`config.mk`:
```
export PLATFORM = sky130hd
export DESIGN_NAME = tws_queue
export DESIGN_NICKNAME = d
export VERILOG_FILES = /design/src/hdl/tws_pkg.sv /design/src/hdl/tws_queue.sv
export SDC_FILE = /design/constraint.sdc
export NUM_CORES = 1
export LEC_CHECK = 0
export BUFFER_PORTS_ARGS = -buffer_cell sky130_fd_sc_hd__buf_2
export CORE_ASPECT_RATIO = 1.5
export CORE_UTILIZATION = 50
export DETAILED_ROUTE_END_ITERATION = 7
export PLACE_DENSITY_LB_ADDON = 0.05
export SETUP_SLACK_MARGIN = 0.5
export SYNTH_ARGS = -nofsm -noshare
export SYNTH_HDL_FRONTEND = slang
export SYNTH_SLANG_ARGS = --single-unit
```
`constraint.sdc`:
```
create_clock -name clk -period 1.4 [get_ports clk]
set_input_delay 0.07 -clock clk [delete_from_list [all_inputs] [get_ports clk]]
set_output_delay 0.07 -clock clk [all_outputs]
set_load 0.01 [all_outputs]
```
`src/hdl/tws_pkg.sv`:
```
package tws_pkg;

	// Default pool size and alphabet size.
	localparam int NODES_DEF    = 1024;
	localparam int ALPHABET_DEF = 26;

	// Character code of the first letter of the alphabet.
	localparam logic [7:0] CHAR_BASE = 8'd97;

	// Depth of the queue between the front and back parts (power of two).
	localparam int QDEPTH = 4;
	localparam int QPW    = $clog2(QDEPTH);
	localparam int QCW    = $clog2(QDEPTH + 1);

	// Word commands.
	typedef enum logic [1:0] {
		CMD_INSERT = 2'd0,
		CMD_SEARCH = 2'd1,
		CMD_PREFIX = 2'd2,
		CMD_CLEAR  = 2'd3
	} cmd_t;

	// Result status codes.
	localparam logic [1:0] ST_OK      = 2'd0;
	localparam logic [1:0] ST_BADCHAR = 2'd1;
	localparam logic [1:0] ST_FULL    = 2'd2;

	// One classified character item as it travels from the front to the back.
	typedef struct packed {
		logic       first;
		cmd_t       cmd;
		logic       empty;
		logic       last;
		logic       chr_ok;
		logic [7:0] ofs;
	} tws_item_t;

endpackage

```
`src/hdl/tws_queue.sv`:
```
module tws_queue (
	input  logic               clk,
	input  logic               arst_n,
	input  logic               push,
	input  tws_pkg::tws_item_t wr_item,
	input  logic               pop,
	output tws_pkg::tws_item_t head,
	output logic               nonempty,
	output logic               full
);
	import tws_pkg::*;

	tws_item_t        slots_q [QDEPTH];
	logic [QPW-1:0]   wr_ptr_q;
	logic [QPW-1:0]   rd_ptr_q;
	logic [QCW-1:0]   count_q;

	// Pointers wrap on their own since the depth is a power of two.
	always_ff @(posedge clk or negedge arst_n) begin
		if (!arst_n) begin
			wr_ptr_q <= '0;
			rd_ptr_q <= '0;
			count_q  <= '0;
		end else begin
			if (push) begin
				wr_ptr_q <= wr_ptr_q + 1'b1;
			end
			if (pop) begin
				rd_ptr_q <= rd_ptr_q + 1'b1;
			end
			if (push && !pop) begin
				count_q <= count_q + 1'b1;
			end else if (pop && !push) begin
				count_q <= count_q - 1'b1;
			end
		end
	end

	// Storage for queued character items.
	always_ff @(posedge clk) begin
		if (push) begin
			slots_q[wr_ptr_q] <= wr_item;
		end
	end

	assign head     = slots_q[rd_ptr_q];
	assign nonempty = (count_q != '0);
	assign full     = (count_q == QCW'(QDEPTH));

endmodule

```
* Yosys cells after proc, flatten, opt, wreduce, memory -nomap -nowiden *
Memories as Yosys holds them, arrays and structs flattened.
Cells that the tools add are included.

storage, ports and cells
  flip-flop bits (word level) = 7
  memories = 1
  word-level logic and storage cells = 19
  RAM bits = 56

operators by class
  mux-type cells = 4
  add/subtract/negate cells = 4
  reductions and logical operators = 6
  equal/unequal tests = 1

memory list
  name     depth  bits a word  read ports  clocked after memory_dff  wr ports  line             text
  slots_q  4      14           1           0                         1         tws_queue.sv:13  tws_item_t slots_q [QDEPTH];

operators by type and width
  kind                   count
  $mux W3                2
  $add A2 B1 Y2 const B  2
  $add A3 B1 Y3 const B  1
  $eq A3 B3 Y1 const B   1
  $reduce_bool A3 Y1     1
  $sub A3 B1 Y3 const B  1
  $logic_and A1 B1 Y1    2
  $logic_not A1 Y1       2
  $mux W1                2
  $reduce_bool A2 Y1     1

* Depth between registers and ports, before layout *
  depth after elaboration = 4
  depth in mapped cells = 7
  depth with buffers taken out = 7

* Least setup slack after synthesis *
Ideal clock, no wire load.

  kind = reg2reg
  start point = register wr_ptr_q[0]
  end point = memory slots_q[0][0] (netlist bit), enable pin
  stages on the path, launching flop included = 4
  required time = 1,033 ps
  slack = 26 ps
  buffers on the path = 0
  clock period less this slack = 1,374 ps
  setup time = 367 ps
  arrival time = 1,007 ps
  cells stage by stage = dfrtp_1 > inv_1 > ha_1 > and2_1

RTL lines
  element                 line             text
  start, declared         tws_queue.sv:14  logic [QPW-1:0] wr_ptr_q;
  start signal, assigned  tws_queue.sv:26  wr_ptr_q <= wr_ptr_q + 1'b1;
  end, declared           tws_queue.sv:13

Straight into the memory's write port.

==> qor.yml <==
floorplanning:
  die-area_sq_um: 5180
  start_util_pct: 53.0
  core_sq_um: 4620
  dieWidth_microns: 59.1
  die_h_microns: 87.7
  rows: 30
  pin_count: 34
place:
  dp_hpwl_mm: 2.34
  gp_congestion: 0.636
  dpl_cell_area_sq_um: 2720
  dp.cells: 206
  place.port_buffers: 33
  place_ws_ns: 0.0113
layout:
  diodes: 0
  fillers: 302
  final_util_pct: 71.6
  drive_gt1_share_pct: 51.6
  finalNetCount: 205
  stdcell_count: 250
  fin_area_sq_um: 3310
  area_growth_pct: 35.1
route:
  drc_errors: 0
  wl_met1_mm: 1.62
  vias: 1251
  highest_layer: "met4"
  drtPass1Iterations: 6
  dr_wl_met2_mm: 2.26
  routed_wl_mm: 4.10
  ant_nets: 0
  wl_per_cell_microns: 16.4
  viasPerCell: 5.00
  drt_iter0_drc: 32
  dr_wl_met3_microns: 103
synth:
  synth_cell_types: 19
  synth_top_area_share_pct: 68.7
  ys_seq_area_share_pct: 75.9
  ys_warn_count: 0
  syn_nets: 131
  synth_top_family_by_area: "multiplexers"
  synth_common_cells: "56 x edfxtp_1, 8 x mux4_2, 7 x dfrtp_1"
  synth_cells: 107
  synth_top_area_cell: "edfxtp_1"
  syn_avg_cell_area_sq_um: 22.9
  synth-seq-cells: 63
  ys.flop_type: "edfxtp_1"
  synth-edff-count: 56
  synth_area_sq_um: 2450
  synthMuxAreaShare_pct: 14.3
  synth-xor-area-share_pct: 2.15
  synthTopCellsByArea: "edfxtp_1 69%, mux4_2 7.4%, dfrtp_1 7.2%, mux4_1 6.4%, ha_1 2.6%"
  yosys.area_share.simple_pct: 2.04
  synth.most_common_cell: "edfxtp_1"
  synth-async-reset-ratio_pct: 11.1
  synth_compound_area_share_pct: 0.204
  synthAdderAreaFrac_pct: 3.37
timing:
  finalHoldViolations: 0
  slew_violations: 0
  maxSlewHeadroom_pct: 89.1
  finalClockSkew_ns: 0.00685
  post-route-period-util_pct: 116
  fin_crit_ns: 1.62
  worst_slack_ns: -0.219
  tightest_slew_ns: 0.163
  setup_viol: 14
  fmax_mhz: 618
  finalSetupTns_ns: -2.83
  whs_ns: 0.103
  grt_setup_unrepaired: "true"
clock_network:
  cts_buffers: 9
  clk_latency_ns: 0.33
  cts_sinks: 63
  h-tree-depth: 3
  clock-root-buffer: "clkbuf_8"
  clk_pin_slew_ns: 0.06
  cts_tree: "done"
  cts_buffer_depth: 2
power_and_ir_drop:
  p_per_area_nw_per_um2: 2040
  p_leak_nw: 1.22
  peakVddDrop_v: 0.00119
  finalPower_mw: 6.75
grt:
  grt_util_all_layers_pct: 17.9
  grt_max_degree: 12
  grt_pass1_vias: 1276
  grt_pass1_wl_mm: 6.17
  grt-ovfl-total: 0
  antenna_found_initial: 0
setup_path:
  worstRegToRegCells: 4
  timing_worst_setup_path_type: "register to primary output"
  crit_arrival_ns: 1.55
  path_max_fanout: 7
  critPathLaunch: "rd_ptr_q[0]$_DFFE_PN0P_"
  crit_path_end_kind: "primary output"
  setup.worst_path.start_class: "register"
  crit_required_ns: 1.33
  worstReg2RegStart: "count_q[1]$_DFFE_PN0P_"
hold_path:
  hold_path.class: "primary input to async pin"
outcome:
  status: "finished, violations left"
  violations: "setup timing"
job:
  cap_violations: 0
[cell families after synthesis]
group | count (synthesis)
buffers and inverters | 7
xor gates and xnor gates | 6
muxes | 15
adders and majority gates | 6
DFF | 63
and+or+nand+nor | 9
AOI/OAI and AO/OA | 1
[power breakdown]
part	total [mW]	leakage, nW	internal [mW]	switching (mW)
combinational	2.60	0.526	1.51	1.09
clock	1.47	0.0976	0.815	0.659
sequential	2.68	0.593	2.50	0.181
total	6.75	1.22	4.82	1.93
[sequential cells by signal, indices dropped and copies added, names as in the netlist]
register  flops
slots_q      56
rd_ptr_q      2
count_q       3
wr_ptr_q      2
[what timing repair did]
item | CTS | global route
endpoints found under the setup margin | 76 | 77
setup buffers | 7 | 0
hold endpoints to repair | 64 | 0
pin swaps | 7 | 2
resized for setup | 22 | 12
hold buffers | 17 | 0
gates cloned | 4 | 0
[cells in the final DEF (no fill, tap or decap), types with 2 or more instances in the layout]
cell type and count:
edfxtp_1 56, buf_2 23, dlygate4sd3_1 17, mux4_2 14
buf_6 14, clkbuf_8 9, and2_4 8, buf_4 6
xor2_1 4, ha_4 4, dfrtp_1 4, dfrtp_2 3
inv_1 2, xnor2_1 2, nand2_2 2, clkinv_2 2
clkinv_4 2, buf_12 2
[cell type report]
class	instances	area [sq um]	share of cell area [%]
sequential	63	1860	56.3
multi-input combinational	41	632	19.1
timing repair buffer	62	528	16.0
clock buffer	10	128	3.86
tap	64	80.1	2.42
clock inverter	6	61.3	1.85
inverter	4	17.5	0.530
[worst max-delay path: stages (launching register included)]
cell	delay (ns)
dfrtp_2	0.41
buf_12	0.15
mux4_2	0.52
buf_6	0.14
[worst paths after layout]
kind / end / slack, ns
hold / removal: wr_ptr_q[1]$_DFFE_PN0P_ / 0.10
setup reg to reg: count_q[2]$_DFFE_PN0P_ / 0.11
min in group clk: wr_ptr_q[1]$_DFFE_PN0P_ / 0.13
hold reg to reg: count_q[1]$_DFFE_PN0P_ / 0.59
max in group asynchronous: rd_ptr_q[0]$_DFFE_PN0P_ / 1.13
setup / recovery: head[0] / -0.22
[routing by layer]
metal  vias to the layer above  GRT usage [%]
li1                        579              -
met4                         0           13.0
met3                        10           3.69
met1                       635           20.0
met5                         -              0
met2                        27           29.9
No activity file was read; power rests on OpenSTA's default activity.
