==> src/hdl/tws_pkg.sv <==
package tws_pkg;

	// Default pool size and alphabet size.
	localparam int NODES_DEF    = 1024;
	localparam int ALPHABET_DEF = 26;

	// Character code of the first letter of the alphabet.
	localparam logic [7:0] CHAR_BASE = 8'd97;

	// Depth of the queue between the front and back parts (power of two).
	localparam int QDEPTH = 4;
	localparam int QPW    = $clog2(QDEPTH);
	localparam int QCW    = $clog2(QDEPTH + 1);

	// Word commands.
	typedef enum logic [1:0] {
		CMD_INSERT = 2'd0,
		CMD_SEARCH = 2'd1,
		CMD_PREFIX = 2'd2,
		CMD_CLEAR  = 2'd3
	} cmd_t;

	// Result status codes.
	localparam logic [1:0] ST_OK      = 2'd0;
	localparam logic [1:0] ST_BADCHAR = 2'd1;
	localparam logic [1:0] ST_FULL    = 2'd2;

	// One classified character item as it travels from the front to the back.
	typedef struct packed {
		logic       first;
		cmd_t       cmd;
		logic       empty;
		logic       last;
		logic       chr_ok;
		logic [7:0] ofs;
	} tws_item_t;

endpackage

==> src/hdl/tws_front.sv <==
module tws_front #(
	parameter int ALPHABET = tws_pkg::ALPHABET_DEF
) (
	input  logic              clk,
	input  logic              arst_n,
	input  logic              push,
	input  logic [1:0]        cmd,
	input  logic [7:0]        char_code,
	input  logic              empty_word,
	input  logic              last,
	output tws_pkg::tws_item_t item
);
	import tws_pkg::*;

	logic       word_active_q;
	cmd_t       word_cmd_q;
	logic [7:0] ofs;

	// Track whether a word is in progress and hold the command of its first item.
	always_ff @(posedge clk or negedge arst_n) begin
		if (!arst_n) begin
			word_active_q <= 1'b0;
			word_cmd_q    <= CMD_INSERT;
		end else if (push) begin
			word_active_q <= !last;
			if (!word_active_q) begin
				word_cmd_q <= cmd_t'(cmd);
			end
		end
	end

	// Classify the character against the alphabet range.
	assign ofs = char_code - CHAR_BASE;

	always_comb begin
		item.first  = !word_active_q;
		item.cmd    = word_active_q ? word_cmd_q : cmd_t'(cmd);
		item.empty  = empty_word;
		item.last   = last;
		item.chr_ok = (char_code >= CHAR_BASE) && (ofs < 8'(ALPHABET));
		item.ofs    = ofs;
	end

endmodule

==> config.mk <==
export PLATFORM = sky130hd
export DESIGN_NAME = tws_front
export DESIGN_NICKNAME = d
export VERILOG_FILES = /design/src/hdl/tws_pkg.sv /design/src/hdl/tws_front.sv
export SDC_FILE = /design/constraint.sdc
export NUM_CORES = 1
export LEC_CHECK = 0
export BUFFER_PORTS_ARGS = -buffer_cell sky130_fd_sc_hd__clkbuf_2
export CAP_MARGIN = 20
export CORE_AREA = 4 4 41 43
export CTS_BUF_LIST = sky130_fd_sc_hd__clkbuf_2
export CTS_CLUSTER_DIAMETER = 60
export DETAILED_ROUTE_END_ITERATION = 10
export DIE_AREA = 0 0 45 47
export PLACE_DENSITY = 0.7
export SKIP_LAST_GASP = 1
export SYNTH_ARGS = -nofsm -noshare
export SYNTH_HDL_FRONTEND = slang
export SYNTH_SLANG_ARGS = --single-unit
==> constraint.sdc <==
create_clock -name clk -period 2.5 [get_ports clk]
set_input_delay 0.5 -clock clk [delete_from_list [all_inputs] [get_ports clk]]
set_output_delay 0.5 -clock clk [all_outputs]
set_load 0.03 [all_outputs]
======== Word level (Yosys, flattened, before mapping) ========
Index checks and enable logic that the tools add are counted.
storage, ports and cells
  bits in read-only memories .............. 0
  output and inout bits ................... 14
  memories kept ........................... 0
  flip-flop bits (word level) ............. 3
  input bits .............................. 15
  bits in latches ......................... 0
  RAM bits ................................ 0
  word-level logic and storage cells ...... 9
cells by class
  $lt $le $gt $ge ......................... 2
  reductions and logical operators ........ 3
  bitwise logic cells ..................... 0
  $add $sub $neg .......................... 1
  shift operators ......................... 0
  divide/modulo/power cells ............... 0
  multipliers ............................. 0
  equal/unequal tests ..................... 0
  multiplexer cells ....................... 1
operators by type and width
  cell                                                                number
  greater-or-equal comparator 8 x 7 -> 1 bit (second input constant)  1
  less-than comparator 8 x 5 -> 1 bit (second input constant)         1
  subtractor 8 x 7 -> 8 bit (second input constant)                   1
  logical NOT 1 bit                                                   2
  two-way mux 2 bit                                                   1
  logical AND 1 bit                                                   1

======== Logic depth before layout (Yosys ltp) ========
Gate-level depths: netlist (run 1).
  depth in word-level cells ............... 3
  depth in mapped cells ................... 6
  depth with buffers taken out ............ 6

======== Least setup slack after synthesis (run 1) ========
Ideal clock, no wire load.
  path type ............................... input-to-output
  start ................................... input char_code[0]
  end ..................................... output item[8] (netlist name)
  buffers on the path ..................... 0
  slack ................................... -0.168 ns
  stages .................................. 6
  arrival time ............................ 2.168 ns
  required time ........................... 2.000 ns
  cells stage by stage .................... inv_1 -> ha_1 -> or4b_4 -> mux2i_1 -> a21oi_1 -> nor3_2
RTL lines
  item                line             text
  start: declaration  tws_front.sv:8   input logic [7:0] char_code,
  end: declaration    tws_front.sv:11  output tws_pkg::tws_item_t item

==> results.cfg, run 1 <==
[worst_setup_path]
ff2ff_path_depth = 2
cp_max_fo = 3
r2r_slack_ns = 1.35
path_class = in -> out
cp-end-kind = output pin
r2r_start = word_active_q
critPathLaunchType = primary input
worst_ep_required_time_ns = 2.00
arrival_ns = 1.99
critPathMaxStageDelay_ns = 0.48
crit_path_top_delay_cell = or4b_4
cp_cell_sequence = buf_8, clkinvlp_4, ha_4, or4b_4, mux2i_2, a21oi_2, nor3_4, clkbuf_8
timing.rr.end = word_cmd_q[1]

[clock_tree]
cts_root_buffer = clkbuf_2
cts_htree_levels = 1
holdBufCountCts = 0
clk_pin_slew_ns = 0.04
cts_inserted_buffers = 3
cts.path.max_buffers = 2
cts_num_sinks = 3
cts_tree = yes
clkLatencyLatePin_ns = 0.20

[finish]
num_antenna_cells = 0
final_nets = 101
syn2layout_area_growth_pct = 73.8
instances_no_fill = 99
drive_gt1_share_pct = 65.5

[die]
die_y_um = 47
start_util_pct = 29.3
fp.dieW_um = 45
die-area_mm2 = 0.00212
coreArea_mm2 = 0.00130
rows = 13
io_pins = 29

[drt]
drc_errors = 0
ant_nets = 0
wl_met3_um = 133
via_per_inst = 5.04
drt_iter0_markers = 8
routed_wl_um = 1230
dr_wl_met2_um = 660
m1WireLength_um = 425
firstDrtPassIters = 4
routed-via-count = 499
wire_per_inst_um = 12.5
top_layer = met4

[flow_run]
max-cap-violations = 0

[place]
pre_cts_ws_ns = -0.0679
dpl.hpwl_um = 955
place_inst = 93
port_buffers = 26
gp_congestion = 0.850

[global_routing]
grt_start_max_net_pins = 9
overflow = 0
grt_pass1_wl_um = 1890
antenna_found_initial = 0
grt_pass1_vias = 480
grt_usage_pct = 12.4

[timing]
maxSlewViolCount = 0
fin_crit_ns = 2.49
rsz0062_at_grt = true
fin_skew_ns = 0.00692
max_slew_margin_pct = 67.3
hold_viol = 0
finalCritPeriodShare_pct = 99.5
finalWorstSetupSlack_ns = 0.0129
tightest_slew_ns = 0.486
fmax_mhz = 402
report.final.setup_viol = 0

[synthesis]
yosysWarnings = 0
avgSynthCellArea_um2 = 8.12
syn-num-nets = 63
synth-seq-cells = 3
synthesis.area_um2 = 382
ys_types = 24
synth_top_area_cell = dfrtp_1
netlist_instances = 47
seq_area_frac_synth_pct = 19.7
synthTopCellsByArea = dfrtp_1 (20%), mux2_2 (12%), nand2_1 (6.9%)
synthDominantCellAreaShare_pct = 19.7

[power]
p_per_area_mw_per_mm2 = 432
power.leakage_nw = 0.333
ir_worst_vdd_mv = 0.256
finalPower_uw = 287

[outcome]
status = complete, no violations

[hold_path]
hold_path.class = in -> async
==> cell usage in the layout, fill, tap and decap left out, types with 2 or more instances in the layout <==
cell type | netlist | routed
a21oi_1 | 3 | 2
buf_4 | 2 | 10
clkbuf_2 | 0 | 27
dfrtp_1 | 3 | 3
inv_1 | 4 | 2
mux2_2 | 4 | 4
nand2_1 | 7 | 7
nand2b_1 | 3 | 3
nor2_1 | 3 | 3
nor3_1 | 2 | 2
xor2_1 | 2 | 2
==> registers in the layout, indices dropped and copies added (netlist names) <==
register / count
word_cmd_q: 2
word_active_q: 1
==> area by class of cell <==
| class | count | area, um2 |
|---|---|---|
| Timing Repair Buffer | 36 | 230 |
| Tap cell | 15 | 18.8 |
| Inverter | 4 | 21.3 |
| Sequential cell | 3 | 75.1 |
| Clock buffer | 4 | 20.0 |
| Multi-Input combinational cell | 37 | 298 |
| Fill cell | 125 | 638 |
==> per-layer routing <==
layer	GRT usage [%]	up-vias
met2	24.0	37
met5	0	-
met1	11.4	218
li1	-	240
met4	8.77	0
met3	2.68	4
==> stage by stage <==
stage	cell area, um2	setup TNS (ns)	util, %	hold WS (ns)
5_1_grt	663	-0.00554	51.0	0.0696
3_3_place_gp	583	-0.0368	44.8	0.300
4_1_cts	626	0	48.1	0.0733
3_5_place_dp	583	-0.0679	44.8	0.303
6_report	663	0	51.0	0.0848
2_1_floorplan	394	0	-	0.204
==> repair_timing <==
item                                    4_1_cts  5_1_grt
gates cloned                                  0        0
endpoints found under the hold margin         0        0
resized for setup                             4       10
endpoints found under the setup margin        1        1
setup buffers                                 0        2
pin swaps                                     1        3
==> synthesized netlist by cell type <==
cell / count
inv_1: 4
and4_2: 1
a211o_2: 1
or4_4: 1
nor3_2: 1
nand2b_1: 3
or4b_4: 1
nor3_1: 2
nor4_2: 1
o21a_1: 1
a21oi_1: 3
buf_4: 2
mux2_2: 4
nand2_1: 7
dfrtp_1: 3
nor4_1: 1
mux2i_1: 1
xor2_1: 2
xnor2_1: 1
nor2_1: 3
ha_1: 1
buf_2: 1
o31ai_1: 1
o211ai_1: 1
==> power by group <==
| part | internal (mW) | switching (mW) | leakage (nW) |
|---|---|---|---|
| clock network | 0.0422 | 0.0243 | 0.0166 |
| logic | 0.0641 | 0.0907 | 0.282 |
| registers | 0.0591 | 0.00629 | 0.0346 |
| total | 0.165 | 0.121 | 0.333 |
==> kinds of logic after synthesis <==
| family | share of synthesized area, % |
|---|---|
| fa+ha+maj | 3.28 |
| flops | 19.7 |
| xor+xnor | 6.89 |
| simple gates | 34.1 |
| compound gates | 12.5 |
| mux | 14.4 |
| buf+inv | 9.18 |
==> critical path: cells and delay by family <==
family                     cells  cell delay [ns]
and+or+nand+nor                2             0.65
buffers and inverters          3             0.36
muxes                          1             0.24
adders and majority gates      1             0.14
AOI/OAI and AO/OA              1             0.11
==> worst max-delay path by stage <==
stage / from / end / cells after the start
finish: char_code[0] / item[8] / 8
CTS: char_code[0] / item[8] / 8
detailed placement: char_code[0] / item[8] / 8
global route: char_code[0] / item[8] / 8
floorplan: char_code[0] / item[8] / 6
global placement: char_code[0] / item[8] / 8
No activity file was read; power rests on OpenSTA's default activity.
==> inputs of run 2 (changes only) <==
--- a/config.mk
+++ b/config.mk
@@ -5,6 +5,7 @@
 export SDC_FILE = /design/constraint.sdc
 export NUM_CORES = 1
 export LEC_CHECK = 0
+export ABC_AREA = 1
 export BUFFER_PORTS_ARGS = -buffer_cell sky130_fd_sc_hd__clkbuf_2
 export CAP_MARGIN = 20
 export CORE_AREA = 4 4 41 43
@@ -12,7 +13,7 @@
 export CTS_CLUSTER_DIAMETER = 60
 export DETAILED_ROUTE_END_ITERATION = 10
 export DIE_AREA = 0 0 45 47
-export PLACE_DENSITY = 0.7
+export PLACE_DENSITY = 0.69
 export SKIP_LAST_GASP = 1
 export SYNTH_ARGS = -nofsm -noshare
 export SYNTH_HDL_FRONTEND = slang
==> run 2 against run 1 <==
Combinational power fell by 26%. Clock skew decreased by 0.0065 ns. Sequential share of layout area grew 2.8 points. Clock power about the same. Sequential cell count is the same. Die area did not move. Power fell by 16%. Final cell count rose by 11%. Sequential power is 11% lower. Wire length fell by 28%. Non-clock buffer count fell by 10. Largest cell class unchanged.
==> results.cfg, run 2 <==
[global_routing]
antenna_found_initial = 0
grt_pass1_wl_um = 1460
grt_usage_pct = 9.34
grt_pass1_vias = 410
overflow = 0
grt_start_max_net_pins = 7

[finish]
reg.largest.list = word_cmd_q: 2 flops, word_active_q: 1 flops
layout_common_cells = clkbuf_2 (30), nand2_1 (23), inv_1 (9)
num_antenna_cells = 0
top_register = word_cmd_q
largest_register_ff_count = 2
final_common_cell = clkbuf_2
drive_gt1_share_pct = 41.1
final_nets = 113
syn2layout_area_growth_pct = 40.7
fin_area_um2 = 532

[power]
combPwrFrac_pct = 47.9
p_per_area_mw_per_mm2 = 450
power.leakage_nw = 0.342
p_sw_uw = 106
swShare_pct = 44.4
intPower_uw = 133
finalPower_uw = 239
pwr-share-clk_pct = 27.8
sequentialPowerShare_pct = 24.3
ir_worst_vdd_mv = 0.236

[timing]
tightest_slew_ns = 0.164
fin_crit_ns = 2.18
maxSlewViolCount = 0
finalCritPeriodShare_pct = 87.1
fmax_mhz = 459
setup_tns_ns = 0
hold_viol = 0
fin_skew_ns = 0.000383
report.final.setup_viol = 0
worst_hold_slack_ns = 0.0893
rsz0062_at_grt = false
max_slew_margin_pct = 89.0

[drt]
ant_nets = 0
routed-via-count = 477
drt_iter0_markers = 1
firstDrtPassIters = 2
via_per_inst = 4.34
routed_wl_um = 887
wire_per_inst_um = 8.06
drc_errors = 0

[die]
start_util_pct = 29.0
coreArea_mm2 = 0.00130
die-area_mm2 = 0.00212
io_pins = 29
rows = 13
die_y_um = 47
fp.dieW_um = 45

[clock_tree]
holdBufCountCts = 0
cts_tree = yes
cts_root_buffer = clkbuf_2
clk_pin_slew_ns = 0.04
cts_resized = 0
cts_setup_buffers = 0
cts.path.max_buffers = 2
cts_htree_levels = 1
cts_num_sinks = 3
clkLatencyLatePin_ns = 0.20
cts_inserted_buffers = 3

[worst_setup_path]
worst_ep_required_time_ns = 2.00
critPathMaxStageDelay_ns = 0.24
cp_cell_sequence = clkbuf_2, inv_2, ha_1, inv_2, nor2_1, nand2_1, nand2_1, nand2_1, nand2_1, nand3_1, nor2_1, clkbuf_2
crit_path_top_delay_cell = ha_1
arrival_ns = 1.68
path_common_cell = nand2_1
path_class = in -> out
cp_top_family = simple AND/OR/NAND/NOR gates
cp_num_buf_inv = 4
cp_max_fo = 6
critPathLaunchType = primary input
cp-end-kind = output pin

[outcome]
status = complete, no violations

[synthesis]
synth-seq-cells = 3
yosysWarnings = 0
ys_types = 17
yosys.area_share.xor_xnor_pct = 2.32
synth_edf_count = 0
synth-compound-area-share_pct = 6.62
synth.top_cells.by_count = nand2_1 (23), inv_1 (9), inv_2 (5), nand3_1 (5), nor2_1 (5)
synthTopCellsByArea = nand2_1 (23%), dfrtp_1 (20%), inv_1 (8.9%)
synth_top_family_by_area = simple AND/OR/NAND/NOR gates
yosysMostFrequentCell = nand2_1
synthFlopType = dfrtp_1
yosys.area_share.simple_pct = 45.7
syn-num-nets = 84
netlist_instances = 67
synthAdderAreaFrac_pct = 6.62
synth_top_area_cell = nand2_1
synthesis.area_um2 = 378
synthMuxAreaShare_pct = 0
async_flop_share_pct = 100
seq_area_frac_synth_pct = 19.9
avgSynthCellArea_um2 = 5.64
synthDominantCellAreaShare_pct = 22.8

[place]
dpl.hpwl_um = 811
port_buffers = 26
gp_congestion = 0.775
placed_area_um2 = 512

[flow_run]
max-cap-violations = 0

[hold_path]
hold_path.class = in -> async
## run 2: logic make-up (layout without fill, tap and decap cells)
| logic type | count (synthesis) | after routing |
|---|---|---|
| AOI/OAI and AO/OA | 5 | 5 |
| xor gates and xnor gates | 1 | 1 |
| adders and majority gates | 2 | 2 |
| buffers and inverters | 17 | 45 |
| DFF | 3 | 3 |
| and+or+nand+nor | 39 | 39 |
## run 2: worst reg2reg max path, cell delays in order, from the launching register on
cell and delay (ns):
dfrtp_1 0.38, inv_2 0.09, nand2_1 0.05, o21ai_1 0.09
nand2_1 0.07, o21ai_1 0.07
## run 2: per-layer routing
metal	track usage, %	wire length [um]	vias to the layer above	share of wire [%]
met5	0	0	-	0
met4	5.26	0	0	0
met3	2.68	137	0	15
met2	17.2	412	25	46
met1	9.38	336	196	38
li1	-	-	256	-
## run 2: final timing paths
kind,start,to,slack [ns],cells after the start
worst min-delay path,arst_n,word_cmd_q[0],0.09,1
worst max-delay path,char_code[0],item[8],0.32,12
worst max register to register,word_active_q,word_cmd_q[1],1.68,5
min in group clk,last,word_active_q,0.48,2
worst min register to register,word_cmd_q[0],word_cmd_q[0],0.52,2
max in group asynchronous,arst_n,word_cmd_q[1],2.30,1
## run 2: final cells by class
cell class,instances,area (um2)
fill,150,769
multi-input combinational,47,231
timing repair buffer,26,130
sequential,3,75.1
inverter,15,56.3
clock buffer,4,20.0
tap,15,18.8
## run 2: power groups by stage
stage / clock (mW) / sequential (mW) / combinational, mW
2_1_floorplan: 0 / 0.0580 / 0.0820
3_5_place_dp: 0 / 0.0589 / 0.115
3_3_place_gp: 0 / 0.0583 / 0.114
4_1_cts: 0.0700 / 0.0582 / 0.116
6_report: 0.0666 / 0.0581 / 0.115
5_1_grt: 0.0723 / 0.0585 / 0.127
## run 2: per-stage QoR
| stage | setup slack, ns | instances | utilization (%) |
|---|---|---|---|
| CTS | 0.299 | 110 | 40.9 |
| finish | 0.321 | 110 | 40.9 |
| global placement | 0.314 | 106 | 39.3 |
| global route | 0.115 | 110 | 40.9 |
| floorplan | 0.149 | 67 | - |
| detailed placement | 0.299 | 106 | 39.3 |
